<file path="src/hdl/satu_ram.sv">
module satu_ram #(
    parameter int WIDTH = 8,
    parameter int DEPTH = 16
) (
    input  logic                     aclk,
    input  logic                     we,
    input  logic [$clog2(DEPTH)-1:0] waddr,
    input  logic [WIDTH-1:0]         wdata,
    input  logic                     re,
    input  logic [$clog2(DEPTH)-1:0] raddr,
    output logic [WIDTH-1:0]         rdata
);

    logic [WIDTH-1:0] mem [DEPTH];
    logic [WIDTH-1:0] rdata_reg;

    // One write port and one registered read port.
    always_ff @(posedge aclk) begin
        if (we) begin
            mem[waddr] <= wdata;
        end
        if (re) begin
            rdata_reg <= mem[raddr];
        end
    end

    assign rdata = rdata_reg;

endmodule

</file>
<file path="config.mk">
export PLATFORM = sky130hd
export DESIGN_NAME = satu_ram
export DESIGN_NICKNAME = d
export VERILOG_FILES = /design/src/hdl/satu_ram.sv
export SDC_FILE = /design/constraint.sdc
export NUM_CORES = 1
export LEC_CHECK = 0
export ABC_AREA = 1
export ABC_CLOCK_PERIOD_IN_PS = 1300
export BUFFER_PORTS_ARGS = -buffer_cell sky130_fd_sc_hd__buf_2
export CAP_MARGIN = 40
export CORE_MARGIN = 2
export CORE_UTILIZATION = 30
export CTS_CLUSTER_DIAMETER = 120
export CTS_CLUSTER_SIZE = 30
export DETAILED_ROUTE_END_ITERATION = 10
export HOLD_SLACK_MARGIN = 0.08
export SKIP_LAST_GASP = 1
export SYNTH_ARGS = -nofsm -noshare
export SYNTH_HDL_FRONTEND = slang
export SYNTH_SLANG_ARGS = --single-unit
export TNS_END_PERCENT = 10
</file>
<file path="constraint.sdc">
create_clock -name aclk -period 1.3 [get_ports aclk]
set_input_delay 0.195 -clock aclk [delete_from_list [all_inputs] [get_ports aclk]]
set_output_delay 0.195 -clock aclk [all_outputs]
set_load 0.02 [all_outputs]
</file>
==> results by stage, run 1 <==
Setup path:
- The worst register-to-register path begins at mem[12][7]$_DFFE_PP_.
- The setup check on the worst reg-to-reg path leaves a slack of 0.19 ns.
- STA classifies the critical path endpoint as an output port.
- The cell depth of the worst flop-to-flop path is 6.
- The critical path's largest stage delay is 0.43 ns.
- The family with the most delay on the worst path is flip-flops.
- The signal on the critical path passes through buf_2.
- Together, buffers and inverters on the worst path number 1.
- The kind of critical path is reg -> out.
- The worst endpoint data arrival time is 1.04 ns.
- For the worst setup path, the data required time is 1.11 ns.
- The slowest library cell on the worst path is sky130_fd_sc_hd__edfxtp_1.
- The end of the worst register-to-register path is rdata[7]$_DFFE_PP_.
- Along the worst path, the maximum fanout reaches 1.
- STA classifies the critical path startpoint as a register.

Pwr:
- The switching component of the power is 2.14 mW.
- Of the total power, the share spent switching nets is 21.2%.
- The clock network burns 43.9% of the power.
- The design draws 10.1 mW.
- The standby leakage power is 3.01 nW.
- The worst-case IR drop observed on VDD is 0.903 mV.
- The combinational group share of total power is 6.8%.
- Dividing total power by cell area gives a power density of 1430 mW/mm^2.
- Per report_power, the sequential group accounts for 49.3% of the total.
- Internal power comes to 7.94 mW.

Global routing:
- The final global-route overflow total is 0.
- The via count of the first global-routing pass was 3742.
- The number of antenna violations at the first check in global routing was 0.
- Entering global routing, the biggest net connects 37 pins.
- The combined global-route utilization of all metal layers is 14.3%.
- The first global-routing pass estimated 21300 microns of wire.

Synthesis:
- After Yosys synthesis, full adders, half adders and majority gates account for 0% of the synthesized area.
- Summing the areas of all xor and xnor instances in the mapped netlist gives 0% of the synthesized area.
- The warning count from the yosys run is 0.
- After synthesis, flip-flops and latches occupy 69.8% of the total area.
- The synthesized instance count is 551.
- After Yosys synthesis, and, or, nand and nor cells account for 20.8% of the synthesized area.
- The synthesized net count is 570.
- The synthesized netlist devotes 0% of its cell area to compound gates.
- The number of different library cells in the post-synthesis netlist is 11.
- The mean post-synth cell area is 10.6 sq um.
- The number of synthesized register bits is 136.
- The portion of netlist area occupied by mux cells is 0%.
- The combinational family with the most area after synthesis is simple AND/OR/NAND/NOR gates.
- The post-synth design cell area is 0.00585 sq mm.

Floorplanning:
- The core region is 0.0193 sq mm.
- The I/O pin count is 27.
- The initial core utilization is 30.3%.
- The overall die height is 144 microns.
- The floorplan row count is 51.
- The die width is 144 microns.
- The floorplan die area is 0.0206 sq mm.

Detailed routing:
- The count of vias placed by the detailed router is 3908.
- The post-detailed-route via-to-cell ratio is 4.42.
- The number of antenna-violating nets in the routed design is 0.
- The residual DRC count is 0.
- The detailed router finished its first iteration with 372 violations.
- The first-pass detailed-route iteration total is 5.
- The routed design has 13600 microns of wire.
- The wire length per cell is 15.3 microns.

Timing:
- The total count of max-transition violations in the final report came to 0.
- The worst path needs 1.24 ns of the cycle, external delays included.
- The hold violation total from the final report is 0.
- Setup repair after global routing left no endpoint under its margin.
- The worst pin sits at a relative slew slack of 73.9%.
- Between clock sinks in the finished design, the worst skew comes to 0.00752 ns.
- Static timing analysis puts the maximum clock frequency at 0.809 GHz.
- The worst hold margin is 0.145 ns.
- The minimum setup slack in the final design is 0.0638 ns.
- The worst path uses 95.1% of the clock period.
- Setup violations remaining at the end of the flow were counted as 0.
- At the pin with the least slew margin, the transition time is 0.392 ns.

Cells and area:
- The area growth from synthesis to layout is 20.6%.
- The post-layout utilization of the core is 36.6%.
- In the layout the commonest cells are sky130_fd_sc_hd__nand2_1, sky130_fd_sc_hd__edfxtp_1, sky130_fd_sc_hd__inv_1, sky130_fd_sc_hd__nand3_1, sky130_fd_sc_hd__buf_4.
- The final layout contains 629 nets.
- The number of flip-flops in the largest register is 128.
- The repair_antennas step left the layout with diodes totalling 0.
- Of the cells placed in the final design, the portion with a size suffix greater than 1 is 14.0%.
- The leading cell type in the layout, fill and taps excluded is sky130_fd_sc_hd__nand2_1.

Clocking:
- The number of buffers created by CTS is 17.
- The cell at the root of the clock tree is sky130_fd_sc_hd__clkbuf_16.
- Once the clock tree was built, the resizer swapped 0 gates to a different size.
- CTS saw 136 sinks.
- The longest clock path from root to sink contains 2 buffers.
- The later pin in the worst-skew pair is clocked with a latency of 0.42 ns.
- The post-CTS setup-driven buffer insertion count is 0.
- The clock input transition at the sequential cells of the worst setup and hold paths is 0.06 ns.
- The maximum level of the CTS H-tree is 4.
- The hold-fix buffer count after cts is 0.
- TritonCTS built the clock tree.

Placed design:
- The weighted congestion at the end of routability-driven global placement is 0.791.
- The detailed-placement wirelength estimate is 8800 microns.
- The number of input and output port buffers inserted is 26.
- The worst-case setup slack after placement is -0.0992 ns.

Job:
- Across the run, the number of max-cap violations was 0.

Hold path:
- The class of the most critical hold timing path is in -> reg.
- Along the worst hold path, the cell count comes to 1.
- The hold path startpoint is re.
- For hold timing, the worst endpoint is rdata[7]$_DFFE_PP_.

Outcome:
- The flow ran to the end, and the final reports show no timing, DRC or antenna violations.
[per-stage QoR]
| step | std cells | cell area (sq um) | setup TNS (ns) |
|---|---|---|---|
| after floorplan | 551 | 5850 | 0 |
| after global placement | 856 | 6530 | -0.440 |
| after global routing | 885 | 7050 | 0 |
| after detailed placement | 856 | 6530 | -0.498 |
| after CTS | 885 | 7050 | 0 |
| final | 885 | 7050 | 0 |
[layer usage]
layer / GRT usage, % / vias up / wire (microns)
met5: 0 / - / 0
li1: - / 1899 / -
met2: 21.1 / 131 / 6100
met4: 6.35 / 0 / 284
met3: 3.20 / 19 / 812
met1: 20.3 / 1859 / 6360
[area by class of cell]
class | instances | area [sq um]
clock inverter | 6 | 77.6
fill | 1938 | 12200
multi-input combinational | 289 | 1210
tap | 265 | 332
timing repair buffer | 64 | 515
inverter | 102 | 383
clock buffer | 23 | 448
sequential | 136 | 4080
[power groups by stage]
stage / clock network [mW] / logic (mW) / registers (mW)
3_5_place_dp: 0 / 0.689 / 5.06
6_report: 4.43 / 0.684 / 4.97
3_3_place_gp: 0 / 0.682 / 5.06
2_1_floorplan: 0 / 0.346 / 5.08
5_1_grt: 4.70 / 0.763 / 4.98
4_1_cts: 4.50 / 0.692 / 4.97
[synthesized netlist by cell type]
master	instances	area, sq um
sky130_fd_sc_hd__nand2_1	173	649
sky130_fd_sc_hd__edfxtp_1	136	4080
sky130_fd_sc_hd__inv_1	100	375
sky130_fd_sc_hd__nand3_1	97	485
sky130_fd_sc_hd__nor2_1	17	63.8
sky130_fd_sc_hd__buf_2	13	65.1
sky130_fd_sc_hd__buf_6	6	67.6
sky130_fd_sc_hd__buf_4	4	30.0
sky130_fd_sc_hd__inv_2	2	7.51
sky130_fd_sc_hd__nand3b_1	2	15.0
sky130_fd_sc_hd__buf_1	1	3.75
[how the worst max path moves through the flow]
| stage | start | endpoint | slack, ns | cells after the start |
|---|---|---|---|---|
| final | rdata[5]$_DFFE_PP_ | rdata[5] | 0.06 | 1 |
| after global routing | rdata[5]$_DFFE_PP_ | rdata[5] | 0.01 | 1 |
| after CTS | rdata[5]$_DFFE_PP_ | rdata[5] | 0.03 | 1 |
| after detailed placement | raddr[0] | rdata[3]$_DFFE_PP_ | -0.1 | 8 |
| after global placement | raddr[0] | rdata[7]$_DFFE_PP_ | -0.09 | 8 |
| after floorplan | waddr[2] | mem[10][0]$_DFFE_PP_ | 0.15 | 2 |
[cell families after synthesis]
family	after synthesis
DFF	136
and+or+nand+nor	289
buffers and inverters	126
No activity file was read; power rests on OpenSTA's default activity.
==> run 2: changes to the inputs <==
CELL_PAD_IN_SITES_DETAIL_PLACEMENT = 0   (was unset)
CELL_PAD_IN_SITES_GLOBAL_PLACEMENT = 1   (was unset)
PLACE_DENSITY_LB_ADDON = 0.1   (was unset)
==> run 2 against run 1 <==
  * Sequential power is essentially flat
  * Critical path type unchanged
  * Largest cell class unchanged
  * Clock skew shrank 0.0030 ns
  * Setup slack gained 0.0043 ns
  * Fmax grew 0.35%
  * Critical path depth is the same
==> results by stage, run 2 (synthesis gave the netlist of run 1 again) <==
Detailed routing:
- For this block, the routed nets add up to 15800 microns of wire.
- Routed signal wires occupy layers up through met4.
- The number of antenna-violating nets in the routed design is 0.
- The routed layout has 3821 vias.
- The routed length on met1 is 7920 microns.
- The first-pass detailed-route iteration total is 4.
- The residual DRC count is 0.
- The number of DRC violations after detailed-routing iteration 0 is 262.
- After detailed routing, the average wire length per cell comes to 18.0 microns.
- The post-detailed-route via-to-cell ratio is 4.34.
- Summed over all nets, wire length on met2 after detailed routing comes to 7120 microns.
- In the detailed route, the total length drawn on met3 is 583 microns.

Timing:
- The ratio of final minimum period to clock period is 94.8%.
- The worst hold margin is 0.160 ns.
- The worst-margin pin slew is 0.443 ns.
- The max-slew headroom at the worst pin is 70.5%.
- On the final layout, the worst clock skew is 0.00456 ns.
- The total count of max-transition violations in the final report is 0.
- The maximum operating frequency is 0.812 GHz.
- The final sum of negative setup slack is 0 ns.
- After layout, the minimum clock period comes to 1.23 ns.
- The hold violation total from the final report is 0.
- Setup repair after global routing left no endpoint under its margin.
- The final setup violation count is 0.

Floorplanning:
- The I/O pin count is 27.
- The die is 144 microns tall.
- The floorplan die area is 0.0206 sq mm.
- The placeable core region is 0.0193 sq mm.
- The initial utilization of the core area, before any placement, comes to 30.3%.
- The floorplan row count is 51.
- The die width is 144 microns.

Global routing:
- The wire length of the first global-routing pass is 23900 microns.
- After global routing the overflow that remains totals 0.
- The via count of the first global-routing pass was 3841.
- The largest net degree at the start of global routing is 37.
- The combined global-route utilization of all metal layers is 16.6%.
- The number of antenna violations at the first check in global routing came to 0.

Cells and area:
- Compared with the post-synthesis result, the final layout area differs by 19.5%.
- The final layout contains 623 nets.
- The number of flip-flops in the largest register is 128.
- The combined area of the multi-input logic cells is 0.00121 sq mm.
- The number of cells in the finished layout apart from fillers is 881.
- The share of cells above drive strength 1 is 14.1%.
- The total of fill cells in the finished design is 1992.
- Leaving out fill and tap cells, the most frequent cell in the layout is sky130_fd_sc_hd__nand2_1.
- In the layout the commonest cells are sky130_fd_sc_hd__nand2_1, sky130_fd_sc_hd__edfxtp_1, sky130_fd_sc_hd__inv_1, sky130_fd_sc_hd__nand3_1, sky130_fd_sc_hd__buf_4.
- The post-layout utilization of the core is 36.3%.
- In the final layout, flip-flops and latches occupy 0.00408 sq mm.
- The repair_antennas step left the layout with diodes totalling 0.

Setup path:
- The family with the most delay on the worst path is flip-flops.
- The worst register-to-register path has a depth of 6.
- On the worst path, the slowest cell contributes a delay of 0.43 ns.
- Among all stages on the critical path, the largest delay is contributed by sky130_fd_sc_hd__edfxtp_1.
- At the worst endpoint, the required time is 1.11 ns.
- In this run the worst setup path terminates at rdata[2].
- The launching point of the worst reg2reg path is mem[1][6]$_DFFE_PP_.
- The worst setup path is launched from a register.
- Of all nets on the critical path, the largest fanout is 1.
- The worst endpoint data arrival time is 1.04 ns.
- The number of buffers and inverters on the critical path is 1.
- In this run the number of cells on the critical path is 1.
- The register-to-register setup slack is 0.13 ns.
- Tracing the worst setup path back leads to its startpoint at rdata[2]$_DFFE_PP_.
- The endpoint identified for the worst register-to-register timing path is rdata[6]$_DFFE_PP_.
- Walking the worst path, the cells encountered are buf_2.
- The worst setup path is of the reg -> out kind.
- The kind of end point of the critical path is an output port.

Pwr:
- For this design the ratio of total power to cell area is 1450 mW/mm^2.
- Power comes to 10.1 mW.
- In this run the static leakage power is 2.99 nW.
- The worst-case vdd ir drop is 0.935 mV.

Hold path:
- The class of the most critical hold timing path is in -> reg.

Clocking:
- The hold-fix buffer count after cts is 0.
- The number of buffers created by CTS is 17.
- CTS placed an instance of sky130_fd_sc_hd__clkbuf_16 at the clock tree root.
- The CTS tree is done.
- The maximum level of the CTS H-tree is 4.
- The clock input transition at the sequential cells of the worst setup and hold paths is 0.05 ns.
- Clock latency on the worst-skew pair, taken at its later pin, is 0.42 ns.
- The number of clock sinks is 136.
- The worst-case clock buffer depth is 2.
- The post-CTS setup-driven buffer insertion count is 0.
- The count of instances resized after the clock tree is built is 0.

Placed design:
- The weighted congestion at the end of routability-driven global placement is 0.784.
- The placed instance count is 850.
- Input and output buffers added on the ports amount to 26.
- The HPWL after detailed placement is 10400 microns.

Outcome:
- The run finished with clean final reports.

Job:
- The tool flagged a number of max-cap violations equal to 0.
==> run 2: changes by cell type in the layout (fill, tap and decap cells not counted), sizes merged <==
cell	before	now
buf	64	58
clkinv	4	9
clkbuf	23	19
clkinvlp	0	1
==> run 2: how the worst min path moves through the flow <==
stage	endpoint	slack (ns)	cells after the start	from
global route	rdata[1]$_DFFE_PP_	0.16	1	re
floorplan	mem[0][0]$_DFFE_PP_	0.29	0	wdata[0]
detailed placement	rdata[1]$_DFFE_PP_	0.59	1	re
CTS	rdata[1]$_DFFE_PP_	0.16	1	re
global placement	rdata[1]$_DFFE_PP_	0.59	1	re
finish	rdata[1]$_DFFE_PP_	0.16	1	re
==> run 2: layer usage <==
metal,GRT usage (%),vias to the layer above
met5,0,-
met4,5.31,0
met3,3.17,15
met2,25.4,73
met1,23.8,1848
li1,-,1885
==> run 2: cell type report <==
type / instances / share of cell area (%)
multi-input cells: 289 / 17.4
clock buffers: 19 / 6.20
well taps: 265 / 4.74
flip-flops and latches: 136 / 58.4
clock inverters: 12 / 1.58
repair buffers: 58 / 6.20
inverters: 102 / 5.48
==> run 2: where the power goes <==
part	switching (mW)	internal, mW	total (mW)
sequential	0.0273	4.94	4.97
combinational	0.480	0.209	0.690
clock	1.72	2.76	4.48
==> run 2: stage by stage <==
| stage | setup slack (ns) | area (sq um) |
|---|---|---|
| after CTS | 0.0367 | 6990 |
| after global routing | 0.0320 | 6990 |
| after detailed placement | -0.132 | 6440 |
| after floorplan | 0.154 | 5850 |
| after global placement | -0.124 | 6440 |
| final | 0.0681 | 6990 |
